--- src/hdl/qslerp_pkg.sv ---
// Shared types, constants and helpers for the quaternion slerp pipeline.
package qslerp_pkg;

	typedef logic signed [15:0] q14_t;

	typedef struct packed {
		q14_t from_x;
		q14_t from_y;
		q14_t from_z;
		q14_t from_w;
		q14_t to_x;
		q14_t to_y;
		q14_t to_z;
		q14_t to_w;
		q14_t blend;
	} in_t;

	typedef struct packed {
		q14_t out_x;
		q14_t out_y;
		q14_t out_z;
		q14_t out_w;
	} out_t;

	// Blend selection codes
	localparam logic [1:0] MODE_FROM  = 2'd0;
	localparam logic [1:0] MODE_TO    = 2'd1;
	localparam logic [1:0] MODE_LIN   = 2'd2;
	localparam logic [1:0] MODE_SLERP = 2'd3;

	localparam logic signed [16:0] QONE = 17'sd16384;
	localparam int SQ_BITS  = 15;
	localparam int DIV_BITS = 32;
	localparam int ATAN_N   = 24;

	typedef logic signed [33:0] cq_t;

	localparam cq_t GAIN_INV = 34'sd652032874;

	localparam cq_t ATAN_Q30 [ATAN_N] = '{
		34'sd843314857, 34'sd497837829, 34'sd263043837, 34'sd133525159,
		34'sd67021687,  34'sd33543516,  34'sd16775851,  34'sd8388437,
		34'sd4194283,   34'sd2097149,   34'sd1048576,   34'sd524288,
		34'sd262144,    34'sd131072,    34'sd65536,     34'sd32768,
		34'sd16384,     34'sd8192,      34'sd4096,      34'sd2048,
		34'sd1024,      34'sd512,       34'sd256,       34'sd128
	};

	typedef struct packed {
		cq_t x;
		cq_t y;
		cq_t z;
	} cordic_t;

	typedef struct packed {
		logic [29:0] rem;
		logic [29:0] root;
	} sqrt_t;

	typedef struct packed {
		logic [31:0] num;
		logic [16:0] rem;
		logic [31:0] quo;
		logic [16:0] den;
		logic        neg;
	} div_t;

	// Per-transaction data that rides beside the arithmetic cells
	typedef struct packed {
		logic [1:0]       mode;
		logic             neg;
		q14_t [3:0]       a;
		q14_t [3:0]       b;
		q14_t             t;
		logic [15:0]      c;
		logic [15:0]      sw;
	} side_t;

	// Clamp to the signed 16-bit range
	function automatic q14_t sat16(input logic signed [47:0] v);
		if (v > 48'sd32767) begin
			return 16'sh7fff;
		end else if (v < -48'sd32768) begin
			return 16'sh8000;
		end
		return v[15:0];
	endfunction

endpackage

--- src/hdl/qslerp_div_cell.sv ---
// One restoring division cell: produces one quotient bit per cycle.
module qslerp_div_cell (
	input  logic              clk,
	input  qslerp_pkg::div_t  din,
	output qslerp_pkg::div_t  dout
);

	logic [17:0]      r;
	logic [17:0]      diff;
	logic             ge;
	qslerp_pkg::div_t nxt;

	// Bring down the next dividend bit and subtract when it fits
	always_comb begin
		r    = {din.rem, din.num[31]};
		diff = r - {1'b0, din.den};
		ge   = r >= {1'b0, din.den};
		nxt      = din;
		nxt.num  = {din.num[30:0], 1'b0};
		nxt.rem  = ge ? diff[16:0] : r[16:0];
		nxt.quo  = {din.quo[30:0], ge};
	end

	always_ff @(posedge clk) begin
		dout <= nxt;
	end

endmodule

--- config.mk ---
export PLATFORM = sky130hd
export DESIGN_NAME = qslerp_div_cell
export DESIGN_NICKNAME = d
export VERILOG_FILES = /design/src/hdl/qslerp_pkg.sv /design/src/hdl/qslerp_div_cell.sv
export SDC_FILE = /design/constraint.sdc
export NUM_CORES = 1
export LEC_CHECK = 0
export BUFFER_PORTS_ARGS = -buffer_cell sky130_fd_sc_hd__buf_2
export CAP_MARGIN = 10
export CORE_MARGIN = 4
export CORE_UTILIZATION = 30
export DETAILED_ROUTE_END_ITERATION = 16
export PLACE_DENSITY = 0.6
export SETUP_SLACK_MARGIN = 0.3
export SYNTH_ARGS = -nofsm -noshare
export SYNTH_HDL_FRONTEND = slang
export SYNTH_SLANG_ARGS = --single-unit
--- constraint.sdc ---
create_clock -name clk -period 2.3 [get_ports clk]
set_clock_uncertainty 0.15 [all_clocks]
set_input_delay 0 -clock clk [delete_from_list [all_inputs] [get_ports clk]]
set_output_delay 0 -clock clk [all_outputs]
set_load 0.05 [all_outputs]
==> metrics.md <==
| Metric | Value |
|---|---|
| GR Util met3 | 0.0499 |
| Core Region | 0.0103 sq mm |
| CTS HTree Levels | 3 |
| Post-synth EDFFs | 0 |
| Pleak | 0.00270 uW |
| Total wire length | 11,000 microns |
| Synth warnings | 0 |
| Post-CTS setup buffer count | 0 |
| CTS Hold Bufs | 94 |
| Synth cell types | 47 |
| Post-cts sizing count | 0 |
| Final core utilization | 0.537 |
| RSZ-0062 raised after global routing | false |
| Crit-path cells | buf_2 -> inv_12 -> ha_4 -> inv_2 -> fa_2 -> a21oi_2 -> or3_4 -> a21oi_4 -> o21bai_4 -> and2_4 -> inv_12 -> mux2_4 |
| Critical path arrival | 1.97 ns |
| Worst Hold Class | in2reg |
| First-pass DRT Iterations | 4 |
| Largest cells by area after synthesis | dfxtp_1 62%, ha_1 6.7%, mux2_4 4.8% |
| Final min period | 1.88 ns |
| Crit. End Element | flop |
| Synth top cells by count | 98 x dfxtp_1, 22 x inv_1, 17 x ha_1 |
| Crit path top cell by count | inv_12 |
| Max FFs per register | 98 |
| Critical path buffer and inverter count | 4 |
| Fmax | 533 MHz |
| Gr usage total | 0.185 |
| Final total power | 4230 uW |
| Cells after Synth | 252 |
| Clock Pin Slew Worst Setup and Hold Paths | 0.10 ns |
| Setup crit start kind | primary input |
| Layout cells sized above 1 | 0.431 |
| Syn nets | 370 |
| Failing checks | hold timing |
| TritonCTS clock tree | done |
| Met1 Usage GRT | 0.211 |
| Pwr per Cell Area | 767 mW/mm^2 |
| Slowest CP cell | or3_4 |
| N_diodes | 0 |
| First-pass GRT wire length | 18,000 microns |
| Vias in the first global route | 3,221 |
| PortBufs | 196 |
| DRC | 0 |
| Die Wd | 111 microns |
| Count leader, synth | dfxtp_1 |
| Setup TNS | 0 ns |
| Synth Cell Area | 0.00316 sq mm |
| Area leader, netlist | dfxtp_1 |
| Clock net sink count | 98 |
| Wirelength per Cell | 15.8 microns |
| Crit path largest cell delay | 0.39 ns |
| I/O Pins | 199 |
| Yosys top cell area share | 0.622 |
| Placed Cells | 587 |
| Initial DRC Count | 118 |
| Vias post-DR | 3,004 |
| Final hold vios | 1 |
| Most flops, register | dout |
| Syn avg cell area | 12.5 sq um |
| Sequential-to-total area share from yosys stat | 0.622 |
| GR met2 Demand/Resource | 0.329 |
| Root Buffer Master | clkbuf_8 |
| Worst path top cell family by delay | simple AND/OR/NAND/NOR gates |
| WS Path Type | in2reg |
| Area growth syn-to-layout | 74.9% |
| Fin crit share | 0.815 |
| Async SR Flop Fraction | 0 |
| Cell Rows | 37 |
| MaxCap Viol Count | 0 |
| Die H | 111 microns |
| Die area | 0.0122 sq mm |
| CP Data Required Time | 2.40 ns |
| VDD IR-drop max | 0.327 mV |
| DPL Wire Length | 8020 microns |
| CTS Buf Count | 9 |
| Setup-failing EPs final | 0 |
| Most Crowded Layer GR | met2 |
| FF+latch count, synth | 98 |
| Hold slack | -0.213 ns |
| Clk buf depth | 2 |
| RePlAce Congestion | 0.899 |
| Vias per inst | 4.29 |
| Layout Nets | 677 |
| Initial Util | 0.307 |
| Final ANT Viol Nets | 0 |
| Fin cells | 700 |
| Min setup slack post-route | 0.424 ns |
| Grt total ovfl | 0 |
| Initial antenna violation count | 1 |
| Largest regs | dout (98) |
| Status | finished with violations |
| Largest net degree at the start of global routing | 18 |
| Setup WS pre-CTS | 0.0472 ns |
| Final slew viol count | 0 |
| Leading register cell type out of synthesis | dfxtp_1 |
| Crit-path max FO | 10 |
## per-stage QoR
stage / hold WS [ns] / area, sq um
6_report: -0.213 / 5520
5_1_grt: -0.225 / 5520
4_1_cts: -0.388 / 5490
3_5_place_dp: -0.0463 / 4350
3_3_place_gp: -0.0468 / 4350
2_1_floorplan: -0.122 / 3190
## path summary, 6_finish.rpt
path     from       end  cells after the start
max   din[98]  dout[56]                     12
min   din[50]  dout[51]                      2
## cells in the final DEF (no fill, tap or decap), types with 3 or more instances in the layout
master / instances
buf_2: 196
dfxtp_1: 98
dlygate4sd3_1: 97
inv_1: 20
ha_1: 16
a21oi_1: 12
mux2_4: 10
nand2_1: 9
clkbuf_8: 9
xnor2_1: 8
nand3_1: 7
o21ai_0: 7
nor2_1: 6
buf_4: 5
nor3_1: 4
and2_1: 3
a21o_1: 3
nand2b_1: 3
a21boi_0: 3
o31ai_2: 3
xor2_1: 3
## layer usage
metal / wire (microns) / share of wire
met5: 13 / 0.0012
met4: 187 / 0.017
met3: 652 / 0.059
met2: 5680 / 0.51
met1: 4510 / 0.41
## where the power goes
group,internal (uW),switching [uW]
sequential,1830,32.1
clock,517,612
combinational,441,798
## cell type report
class                   instances  area [sq um]
repair buffers                298          1990
multi-input cells             129          1090
fillers                       940          4760
inverters                      23           111
clock buffers                  10           128
clock inverters                 6          73.8
flip-flops and latches         98          1960
well taps                     136           170
## cell families after synthesis
kind of cell / after synthesis / synth area share
other cells: 1 / 0.00119
xor+xnor: 11 / 0.0305
simple gates: 41 / 0.0702
fa+ha+maj: 18 / 0.0737
flops: 98 / 0.622
compound gates: 47 / 0.112
buf+inv: 25 / 0.0401
mux: 11 / 0.0508
Note: power is estimated with default switching activity, not from simulation.
