--- src/hdl/qslerp_pkg.sv ---
// Shared types, constants and helpers for the quaternion slerp pipeline.
package qslerp_pkg;

	typedef logic signed [15:0] q14_t;

	typedef struct packed {
		q14_t from_x;
		q14_t from_y;
		q14_t from_z;
		q14_t from_w;
		q14_t to_x;
		q14_t to_y;
		q14_t to_z;
		q14_t to_w;
		q14_t blend;
	} in_t;

	typedef struct packed {
		q14_t out_x;
		q14_t out_y;
		q14_t out_z;
		q14_t out_w;
	} out_t;

	// Blend selection codes
	localparam logic [1:0] MODE_FROM  = 2'd0;
	localparam logic [1:0] MODE_TO    = 2'd1;
	localparam logic [1:0] MODE_LIN   = 2'd2;
	localparam logic [1:0] MODE_SLERP = 2'd3;

	localparam logic signed [16:0] QONE = 17'sd16384;
	localparam int SQ_BITS  = 15;
	localparam int DIV_BITS = 32;
	localparam int ATAN_N   = 24;

	typedef logic signed [33:0] cq_t;

	localparam cq_t GAIN_INV = 34'sd652032874;

	localparam cq_t ATAN_Q30 [ATAN_N] = '{
		34'sd843314857, 34'sd497837829, 34'sd263043837, 34'sd133525159,
		34'sd67021687,  34'sd33543516,  34'sd16775851,  34'sd8388437,
		34'sd4194283,   34'sd2097149,   34'sd1048576,   34'sd524288,
		34'sd262144,    34'sd131072,    34'sd65536,     34'sd32768,
		34'sd16384,     34'sd8192,      34'sd4096,      34'sd2048,
		34'sd1024,      34'sd512,       34'sd256,       34'sd128
	};

	typedef struct packed {
		cq_t x;
		cq_t y;
		cq_t z;
	} cordic_t;

	typedef struct packed {
		logic [29:0] rem;
		logic [29:0] root;
	} sqrt_t;

	typedef struct packed {
		logic [31:0] num;
		logic [16:0] rem;
		logic [31:0] quo;
		logic [16:0] den;
		logic        neg;
	} div_t;

	// Per-transaction data that rides beside the arithmetic cells
	typedef struct packed {
		logic [1:0]       mode;
		logic             neg;
		q14_t [3:0]       a;
		q14_t [3:0]       b;
		q14_t             t;
		logic [15:0]      c;
		logic [15:0]      sw;
	} side_t;

	// Clamp to the signed 16-bit range
	function automatic q14_t sat16(input logic signed [47:0] v);
		if (v > 48'sd32767) begin
			return 16'sh7fff;
		end else if (v < -48'sd32768) begin
			return 16'sh8000;
		end
		return v[15:0];
	endfunction

endpackage

--- src/hdl/qslerp_sqrt_cell.sv ---
// One restoring square root cell: resolves one root bit per cycle.
module qslerp_sqrt_cell (
	input  logic               clk,
	input  logic [3:0]         k,
	input  qslerp_pkg::sqrt_t  din,
	output qslerp_pkg::sqrt_t  dout
);

	logic [29:0]       bitv;
	logic [29:0]       trial;
	qslerp_pkg::sqrt_t nxt;

	// Try the current root bit and keep it when it fits
	always_comb begin
		bitv  = 30'd1 << {k, 1'b0};
		trial = din.root + bitv;
		if (din.rem >= trial) begin
			nxt.rem  = din.rem - trial;
			nxt.root = (din.root >> 1) + bitv;
		end else begin
			nxt.rem  = din.rem;
			nxt.root = din.root >> 1;
		end
	end

	always_ff @(posedge clk) begin
		dout <= nxt;
	end

endmodule

--- config.mk ---
export PLATFORM = sky130hd
export DESIGN_NAME = qslerp_sqrt_cell
export DESIGN_NICKNAME = d
export VERILOG_FILES = /design/src/hdl/qslerp_pkg.sv /design/src/hdl/qslerp_sqrt_cell.sv
export SDC_FILE = /design/constraint.sdc
export NUM_CORES = 1
export LEC_CHECK = 0
export BUFFER_PORTS_ARGS = -buffer_cell sky130_fd_sc_hd__buf_2
export CELL_PAD_IN_SITES_DETAIL_PLACEMENT = 0
export CELL_PAD_IN_SITES_GLOBAL_PLACEMENT = 1
export CORE_ASPECT_RATIO = 1.5
export CORE_MARGIN = 5
export CORE_UTILIZATION = 44
export DETAILED_ROUTE_END_ITERATION = 7
export GPL_ROUTABILITY_DRIVEN = 0
export GPL_TIMING_DRIVEN = 0
export PLACE_DENSITY = 0.95
export SYNTH_ARGS = -nofsm -noshare
export SYNTH_HDL_FRONTEND = slang
export SYNTH_SLANG_ARGS = --single-unit
--- constraint.sdc ---
create_clock -name clk -period 9.37 [get_ports clk]
set_input_delay 0.937 -clock clk [delete_from_list [all_inputs] [get_ports clk]]
set_output_delay 0.937 -clock clk [all_outputs]
set_load 0.01 [all_outputs]
==> flow_summary.json <==
{
  "drt_drc_violations_left": 0,
  "grt_most_used_layer": "met2",
  "drt_pre_antenna_iters": 5,
  "finalPower_w": 0.00101,
  "crit_arrival_ns": 6.91,
  "fp.dieH_um": 151,
  "top_register": "dout",
  "slew_headroom_pct": 39.9,
  "crit_path_max_fanout": 10,
  "grt_max_degree": 11,
  "syn_avg_cell_area_um2": 7.72,
  "synth-seq-area-share_pct": 20.6,
  "timing.critical_path.slowest_cell_delay_ns": 0.78,
  "grt_antenna_before_repair": 1,
  "setup-violations-final": 0,
  "final_core_utilization_pct": 53.0,
  "cts_buf_count": 9,
  "groute.layer.met3.usage_pct": 4.26,
  "layout_common_cells": "buf_2 (130), nand2_1 (79), o21ai_0 (64)",
  "reg_top3": "dout: 60 flops",
  "finalSetupTns_ns": 0,
  "finalCritPeriodShare_pct": 71.4,
  "core_area_mm2": 0.0130,
  "timing.hold.worst.class": "primary input to register",
  "hold-worst-slack_ns": 0.817,
  "drv_slew": 0,
  "routedWlPerCell_um": 16.3,
  "initial_core_utilization_pct": 44.7,
  "worst_path_max_delay_cell": "nor4_1",
  "number_of_hold_violations_in_the_final_report": 0,
  "synth_area_mm2": 0.00582,
  "fp.dieArea_mm2": 0.0157,
  "met2_usage_pct": 40.1,
  "syn_to_final_growth_pct": 18.5,
  "share_of_the_synthesized_area_in_the_top_cell_type_pct": 20.6,
  "crit_path_start_kind": "primary input",
  "synth_top_cells_by_area": "dfxtp_1 (21%), ha_1 (11%), xnor2_1 (7.2%)",
  "power.density_mw_per_mm2": 146,
  "rows": 51,
  "rsz0062_at_grt": "false",
  "leading_cell_type_in_the_layout_fill_and_taps_excluded": "buf_2",
  "yosys_most_used_dff": "dfxtp_1",
  "via_count_of_the_first_global_routing_pass": 5823,
  "wl_um": 17100,
  "yosysUniqueCellTypes": 75,
  "ys.warnings.count": 0,
  "filler_cells_inserted": 1364,
  "critical_path_class": "primary input to register",
  "cts_buffer_depth": 2,
  "timing.critical_path.to_type": "register",
  "dp.cells": 1031,
  "grtUsageTotal_pct": 21.3,
  "worst_supply_voltage_drop_on_vdd_v": 0.0000772,
  "clock_pin_slew_reported_for_the_worst_setup_and_hold_paths_after_clock_tree_synthesis_ns": 0.06,
  "h-tree-depth": 3,
  "static-leakage-power_nw": 3.06,
  "drt_iter0_drc": 282,
  "route.detailed.vias_per_inst": 5.65,
  "grt_pass1_wl_um": 27500,
  "route.vias.total": 5917,
  "finalNetCount": 999,
  "cap_viol_max_count": 0,
  "crit_required_ns": 9.59,
  "io_pins": 125,
  "route.antenna.remaining_nets": 0,
  "postCtsHoldBufs": 0,
  "largest_register_ff_count": 60,
  "clock_tree.root_cell": "clkbuf_16",
  "final-instance-count-excl-fill": 1048,
  "post_cts_buffers": 0,
  "cell_type_contributing_the_most_total_cell_area_after_synthesis": "dfxtp_1",
  "synthesis.instances": 754,
  "die_x_um": 104,
  "crit_chain": "buf_2 -> clkbuf_1 -> nand2b_1 -> nor3_1 -> ha_1 -> a41oi_1 -> o31ai_4 -> and2_1 -> a211oi_2 -> nor4_2 -> nor4_1 -> nor3b_1 -> xnor2_1 -> ha_1 -> a21oi_1 -> o21bai_1 -> a21oi_1 -> a21oi_1 -> o21ai_0 -> a22o_1 -> buf_2 -> clkbuf_1 -> nor2_1 -> xor2_1",
  "overflow": 0,
  "port_buffers": 118,
  "cts_resized": 0,
  "grtUsageMet1_pct": 22.5,
  "crit_top_cell": "a21oi_1",
  "synthArstFlopShare_pct": 0,
  "tightest_slew_ns": 0.893,
  "synth.net_count": 870,
  "cts_tree": "yes",
  "max_clock_freq_mhz": 149,
  "ys_seq_elements": 60,
  "final_layout_size_suffix_gt1_share_pct": 18.9,
  "clkSinkCount": 60,
  "run_status": "finished, final reports clean",
  "hpwlAfterDp_um": 13900,
  "synth-edff-count": 0,
  "layout_min_cycle_time_ns": 6.69
}
==> power breakdown <==
part,leakage (nW),switching (W),internal [W]
sequential,0.506,0.00000954,0.000298
combinational,2.42,0.000227,0.000151
clock,0.140,0.000121,0.000201
==> final cells by class <==
type	count	area, um2	area share [%]
multi-input combinational	630	4370	63.3
sequential	60	1200	17.4
timing repair buffer	118	591	8.56
clock buffer	15	278	4.03
tap	159	199	2.88
buffer	43	176	2.56
inverter	21	78.8	1.14
clock inverter	1	5.00	0.0725
antenna	1	2.50	0.0363
==> final timing paths <==
check  startpoint                to  slack, ns  depth (start not counted)
max          k[1]  dout[17]$_DFF_P_       2.68                         24
min       din[42]  dout[42]$_DFF_P_       0.82                          3
==> critical path: cells and delay by family <==
kind                     cells  cell delay, ns
XOR/XNOR                     2            0.36
AO/OA/AOI/OAI                9            1.93
adder cells (fa/ha/maj)      2            0.59
AND/OR/NAND/NOR              7            1.93
buffers and inverters        4            1.14
==> Yosys cell counts (5+ instances only) <==
| master | number |
|---|---|
| nor3_1 | 12 |
| nand3_1 | 11 |
| nand2b_1 | 13 |
| a211oi_1 | 9 |
| nand4_1 | 15 |
| dfxtp_1 | 60 |
| buf_2 | 12 |
| a221oi_1 | 5 |
| o31ai_1 | 7 |
| inv_1 | 20 |
| and2_1 | 9 |
| xor2_1 | 42 |
| buf_1 | 5 |
| nor2b_1 | 6 |
| a21o_1 | 28 |
| xnor2_1 | 48 |
| and3_1 | 7 |
| nand2_1 | 79 |
| or3_1 | 7 |
| o21ai_0 | 64 |
| a21oi_1 | 43 |
| nor2_1 | 60 |
| clkbuf_1 | 26 |
| ha_1 | 50 |
| o21bai_1 | 6 |
| a31oi_1 | 17 |
==> per-stage QoR <==
step           worst slack (ns)  instance area (um2)
2_1_floorplan              3.71                 5820
3_3_place_gp               2.44                 6610
3_5_place_dp               2.38                 6610
4_1_cts                    2.72                 6900
5_1_grt                    2.11                 6900
6_report                   2.68                 6900
==> cell families after synthesis <==
logic type	share of synthesized area [%]
AOI/OAI and AO/OA	27.6
adders and majority gates	11.8
and+or+nand+nor	21.2
muxes	0.773
buffers and inverters	4.38
DFF	20.6
xor gates and xnor gates	13.5
==> routing by layer <==
layer | wire length (um) | vias up
met3 | 834 | 48
li1 | - | 2997
met5 | 0 | -
met1 | 6650 | 2705
met4 | 756 | 0
met2 | 8870 | 167
(Power assumes the default switching activity.)
