<file path="config.mk">
export PLATFORM = sky130hd
export DESIGN_NAME = qslerp_cordic_cell
export DESIGN_NICKNAME = d
export VERILOG_FILES = /design/src/hdl/qslerp_pkg.sv /design/src/hdl/qslerp_cordic_cell.sv
export SDC_FILE = /design/constraint.sdc
export NUM_CORES = 1
export LEC_CHECK = 0
export BUFFER_PORTS_ARGS = -buffer_cell sky130_fd_sc_hd__buf_2
export CORE_ASPECT_RATIO = 1.5
export CORE_UTILIZATION = 30
export CTS_BUF_LIST = sky130_fd_sc_hd__clkbuf_8
export DETAILED_ROUTE_END_ITERATION = 10
export GPL_TIMING_DRIVEN = 0
export PLACE_DENSITY_LB_ADDON = 0.2
export SKIP_CTS_REPAIR_TIMING = 1
export SLEW_MARGIN = 20
export SYNTH_ARGS = -nofsm -noshare
export SYNTH_HDL_FRONTEND = slang
export SYNTH_SLANG_ARGS = --single-unit
</file>
<file path="constraint.sdc">
create_clock -name clk -period 9.18 [get_ports clk]
set_input_delay 2.754 -clock clk [delete_from_list [all_inputs] [get_ports clk]]
set_output_delay 2.754 -clock clk [all_outputs]
set_load 0.05 [all_outputs]
</file>
<file path="src/hdl/qslerp_pkg.sv">
// Shared types, constants and helpers for the quaternion slerp pipeline.
package qslerp_pkg;

	typedef logic signed [15:0] q14_t;

	typedef struct packed {
		q14_t from_x;
		q14_t from_y;
		q14_t from_z;
		q14_t from_w;
		q14_t to_x;
		q14_t to_y;
		q14_t to_z;
		q14_t to_w;
		q14_t blend;
	} in_t;

	typedef struct packed {
		q14_t out_x;
		q14_t out_y;
		q14_t out_z;
		q14_t out_w;
	} out_t;

	// Blend selection codes
	localparam logic [1:0] MODE_FROM  = 2'd0;
	localparam logic [1:0] MODE_TO    = 2'd1;
	localparam logic [1:0] MODE_LIN   = 2'd2;
	localparam logic [1:0] MODE_SLERP = 2'd3;

	localparam logic signed [16:0] QONE = 17'sd16384;
	localparam int SQ_BITS  = 15;
	localparam int DIV_BITS = 32;
	localparam int ATAN_N   = 24;

	typedef logic signed [33:0] cq_t;

	localparam cq_t GAIN_INV = 34'sd652032874;

	localparam cq_t ATAN_Q30 [ATAN_N] = '{
		34'sd843314857, 34'sd497837829, 34'sd263043837, 34'sd133525159,
		34'sd67021687,  34'sd33543516,  34'sd16775851,  34'sd8388437,
		34'sd4194283,   34'sd2097149,   34'sd1048576,   34'sd524288,
		34'sd262144,    34'sd131072,    34'sd65536,     34'sd32768,
		34'sd16384,     34'sd8192,      34'sd4096,      34'sd2048,
		34'sd1024,      34'sd512,       34'sd256,       34'sd128
	};

	typedef struct packed {
		cq_t x;
		cq_t y;
		cq_t z;
	} cordic_t;

	typedef struct packed {
		logic [29:0] rem;
		logic [29:0] root;
	} sqrt_t;

	typedef struct packed {
		logic [31:0] num;
		logic [16:0] rem;
		logic [31:0] quo;
		logic [16:0] den;
		logic        neg;
	} div_t;

	// Per-transaction data that rides beside the arithmetic cells
	typedef struct packed {
		logic [1:0]       mode;
		logic             neg;
		q14_t [3:0]       a;
		q14_t [3:0]       b;
		q14_t             t;
		logic [15:0]      c;
		logic [15:0]      sw;
	} side_t;

	// Clamp to the signed 16-bit range
	function automatic q14_t sat16(input logic signed [47:0] v);
		if (v > 48'sd32767) begin
			return 16'sh7fff;
		end else if (v < -48'sd32768) begin
			return 16'sh8000;
		end
		return v[15:0];
	endfunction

endpackage

</file>
<file path="src/hdl/qslerp_cordic_cell.sv">
// One CORDIC micro-rotation cell, vectoring or rotation by a select input.
module qslerp_cordic_cell (
	input  logic                 clk,
	input  logic [4:0]           idx,
	input  logic                 vec,
	input  qslerp_pkg::cordic_t  din,
	output qslerp_pkg::cordic_t  dout
);

	qslerp_pkg::cq_t     dx;
	qslerp_pkg::cq_t     dy;
	qslerp_pkg::cq_t     at;
	logic                up;
	qslerp_pkg::cordic_t nxt;

	// Pick the turn direction and apply one shift-add step
	always_comb begin
		dx = din.y >>> idx;
		dy = din.x >>> idx;
		at = qslerp_pkg::ATAN_Q30[idx];
		up = vec ? (din.y > 34'sd0) : (din.z < 34'sd0);
		if (up) begin
			nxt.x = din.x + dx;
			nxt.y = din.y - dy;
			nxt.z = din.z + at;
		end else begin
			nxt.x = din.x - dx;
			nxt.y = din.y + dy;
			nxt.z = din.z - at;
		end
	end

	always_ff @(posedge clk) begin
		dout <= nxt;
	end

endmodule

</file>
==> impl_metrics.prom <==
# TYPE chip_impl_metric gauge
chip_impl_metric{name="ys_warn_count",unit=""} 0
chip_impl_metric{name="synthesis.area",unit="sq um"} 14660
chip_impl_metric{name="synth_seq_area_share",unit="%"} 13.93
chip_impl_info{name="cts_tree",value="yes"} 1
chip_impl_metric{name="fmax",unit="MHz"} 110.5
chip_impl_metric{name="cts_buffer_depth",unit=""} 2
chip_impl_metric{name="timing.slew.headroom",unit="%"} 12.99
chip_impl_info{name="holdCritPathClass",value="input pin to flop"} 1
chip_impl_info{name="cts.root.buffer_cell",value="sky130_fd_sc_hd__clkbuf_8"} 1
chip_impl_metric{name="drv_cap",unit=""} 0
chip_impl_metric{name="n_fill_cell",unit=""} 5099
chip_impl_info{name="start_kind",value="input pin"} 1
chip_impl_metric{name="drt_first_pass_iters",unit=""} 7
chip_impl_metric{name="p_leak",unit="nW"} 7.289
chip_impl_info{name="unrepaired_setup_endpoints_after_global_routing",value="no"} 1
chip_impl_metric{name="largest_register_ffs",unit=""} 102
chip_impl_metric{name="post-route-worst-setup-slack",unit="ps"} 129.9
chip_impl_metric{name="nNetsFinal",unit=""} 2171
chip_impl_metric{name="dpl.hpwl",unit="microns"} 66930
chip_impl_metric{name="drt-initial-drc-count",unit=""} 1257
chip_impl_metric{name="dpl-instance-area",unit="sq um"} 16520
chip_impl_metric{name="count_of_port_buffers_added_during_placement",unit=""} 208
chip_impl_metric{name="cp_slowest_stage_delay",unit="ps"} 500
chip_impl_metric{name="synth-async-reset-ratio",unit="%"} 0
chip_impl_metric{name="total_number_of_vias",unit=""} 15890
chip_impl_metric{name="ir_drop",unit="mV"} 0.1465
chip_impl_metric{name="core_area",unit="sq um"} 47940
chip_impl_metric{name="clock-sinks",unit=""} 102
chip_impl_metric{name="yosys_register_bits",unit=""} 102
chip_impl_metric{name="fp-row-count",unit=""} 98
chip_impl_metric{name="synthDistinctLibCells",unit=""} 100
chip_impl_metric{name="max_slew.worst_pin.slew",unit="ps"} 1305
chip_impl_metric{name="layout-area-overhead-vs-synth",unit="%"} 15.55
chip_impl_info{name="critical-path-top-cell-by-count",value="sky130_fd_sc_hd__clkbuf_4"} 1
chip_impl_metric{name="grt_pass1_vias",unit=""} 16260
chip_impl_info{name="synth_top_cell_by_area",value="sky130_fd_sc_hd__dfxtp_1"} 1
chip_impl_metric{name="synth_cells",unit=""} 1728
chip_impl_metric{name="global_route.usage.total",unit="%"} 33.80
chip_impl_metric{name="period_needed",unit="ps"} 9050
chip_impl_metric{name="cts_inserted_buffers",unit=""} 9
chip_impl_metric{name="area_fraction_of_the_dominant_cell_type_after_synthesis",unit="%"} 13.93
chip_impl_metric{name="post-route-cell-area",unit="sq um"} 16940
chip_impl_metric{name="timing.setup.tns",unit="ps"} 0
chip_impl_metric{name="placed_cells",unit=""} 2586
chip_impl_metric{name="grt_start_max_net_pins",unit=""} 19
chip_impl_metric{name="crit_path_max_fanout",unit=""} 10
chip_impl_metric{name="drcViolationCount",unit=""} 0
chip_impl_metric{name="worst_ep_arrival_time",unit="ps"} 9460
chip_impl_metric{name="setup_viol_count_final",unit=""} 0
chip_impl_metric{name="synth_edf_count",unit=""} 0
chip_impl_metric{name="final_layout_size_suffix_gt1_share",unit="%"} 24.41
chip_impl_info{name="path_class",value="input pin to flop"} 1
chip_impl_info{name="post-synth-top-count-cell",value="sky130_fd_sc_hd__a21oi_1"} 1
chip_impl_metric{name="share_of_the_clock_period_used_by_the_worst_path",unit="%"} 98.58
chip_impl_metric{name="antenna_left",unit=""} 0
chip_impl_metric{name="final_core_utilization",unit="%"} 35.33
chip_impl_metric{name="hold_violations",unit=""} 0
chip_impl_metric{name="maxSlewViolCount",unit=""} 0
chip_impl_metric{name="floorplan.initialDensity",unit="%"} 30.57
chip_impl_metric{name="routed_wl",unit="microns"} 84480
chip_impl_info{name="registers.top_by_ff_count",value="dout"} 1
chip_impl_info{name="largestRegisters",value="dout x102"} 1
chip_impl_metric{name="place_ws",unit="ps"} -1941
chip_impl_metric{name="die_height",unit="microns"} 272.7
chip_impl_metric{name="gpl.final_weighted_congestion",unit=""} 1.014
chip_impl_info{name="synth_top_flop_cell",value="sky130_fd_sc_hd__dfxtp_1"} 1
chip_impl_info{name="post_synth_main_area_contributors",value="sky130_fd_sc_hd__dfxtp_1 14%, sky130_fd_sc_hd__ha_1 9.4%, sky130_fd_sc_hd__mux4_2 8.9%"} 1
chip_impl_metric{name="synth_nets",unit=""} 1950
chip_impl_metric{name="synthesis.area_per_instance",unit="sq um"} 8.483
chip_impl_info{name="status",value="finished, final reports clean"} 1
chip_impl_metric{name="cp_data_required_time",unit="ps"} 9590
chip_impl_metric{name="cts_htree_levels",unit=""} 3
chip_impl_metric{name="grt_pass1_wl",unit="microns"} 118300
chip_impl_metric{name="grt_antenna_before_repair",unit=""} 3
chip_impl_info{name="cp-end-kind",value="flop"} 1
chip_impl_metric{name="clock_input_transition_at_the_sequential_cells_of_the_worst_setup_and_hold_paths",unit="ps"} 120
chip_impl_metric{name="total_die_area",unit="sq um"} 49770
chip_impl_metric{name="wire_per_inst",unit="microns"} 32.43
chip_impl_metric{name="finalNonFillerCells",unit=""} 2605
chip_impl_metric{name="total_overflow_reported_by_the_global_router",unit=""} 0
chip_impl_metric{name="viasPerCell",unit=""} 6.099
chip_impl_metric{name="die-width",unit="microns"} 182.5
chip_impl_metric{name="design.portCount",unit=""} 211
chip_impl_info{name="crit_slowest_cell",value="sky130_fd_sc_hd__or3_1"} 1
chip_impl_metric{name="pwr_density_cell",unit="nW/um^2"} 208.6
chip_impl_info{name="top_post_synthesis_cells_by_count",value="133 x sky130_fd_sc_hd__a21oi_1, 129 x sky130_fd_sc_hd__nand2_1, 116 x sky130_fd_sc_hd__xnor2_1"} 1
-- area by class of cell --
type | count | area, sq um | share of cell area (%)
well taps | 650 | 813.3 | 4.802
multi-input cells | 1496 | 12070 | 71.24
inverters | 37 | 142.6 | 0.8421
diodes | 1 | 2.502 | 0.01477
repair buffers | 212 | 1071 | 6.323
clock inverters | 7 | 58.81 | 0.3472
clock buffers | 9 | 123.9 | 0.7313
plain buffers | 91 | 616.8 | 3.642
flip-flops and latches | 102 | 2042 | 12.06
-- power breakdown --
part / leakage, nW / switching, mW / internal (mW)
registers: 0.861 / 0.0456 / 0.654
logic: 6.34 / 1.77 / 0.755
clock network: 0.0911 / 0.206 / 0.102
total: 7.29 / 2.02 / 1.51
-- through the flow --
step | hold slack (ps) | total power [mW]
after floorplan | 2884 | 2.521
after global placement | 2991 | 3.198
after detailed placement | 2986 | 3.195
after CTS | 2471 | 3.520
after global routing | 2479 | 3.722
final | 2495 | 3.534
-- logic make-up (layout without fill, tap and decap cells) --
logic type,count (synthesis),in the layout,share of synthesized area (%)
compound gates,551,551,24.99
simple gates,457,457,15.82
mux,192,192,19.74
xor+xnor,183,183,10.93
buf+inv,130,356,4.789
fa+ha+maj,113,113,9.799
flops,102,102,13.93
other cells,0,1,0
-- cells in the final DEF (no fill, tap or decap), drive strengths merged, types with 17 or more instances in the layout --
master  Yosys  layout
o21ai     109     109
and3       20      20
mux2       60      60
o21a       18      18
o21bai     17      17
o22ai      25      25
mux4       68      68
nand2     129     129
nand3      24      24
buf        56     259
inv        35      39
xor2       67      67
mux2i      64      64
a21oi     133     133
nor3       21      21
or2        18      18
ha        110     110
dfxtp     102     102
a21o       73      73
nor2      114     114
xnor2     116     116
clkbuf     37      52
a211oi     17      17
a31oi      20      20
nor2b      29      29
nand2b     29      29
-- critical path: cells and delay by family --
kind | cells | cell delay [ps]
adders and majority gates | 2 | 560
AOI/OAI and AO/OA | 9 | 1900
buffers and inverters | 6 | 1730
and+or+nand+nor | 5 | 1460
xor gates and xnor gates | 2 | 320
muxes | 2 | 680
-- routing by layer --
layer	global-route usage [%]	vias to the layer above	share of wire, %
met5	0	-	0.015
met4	29.15	2	9.9
met3	4.811	301	6.1
met2	57.06	829	47
met1	37.21	7758	37
li1	-	6999	-
-- final timing paths --
kind | startpoint | to | slack (ps) | depth (start not counted)
max | idx[1] | dout[66] | 130 | 26
min | din[0] | dout[0] | 2490 | 2
Power figures use the tool's default switching activity.
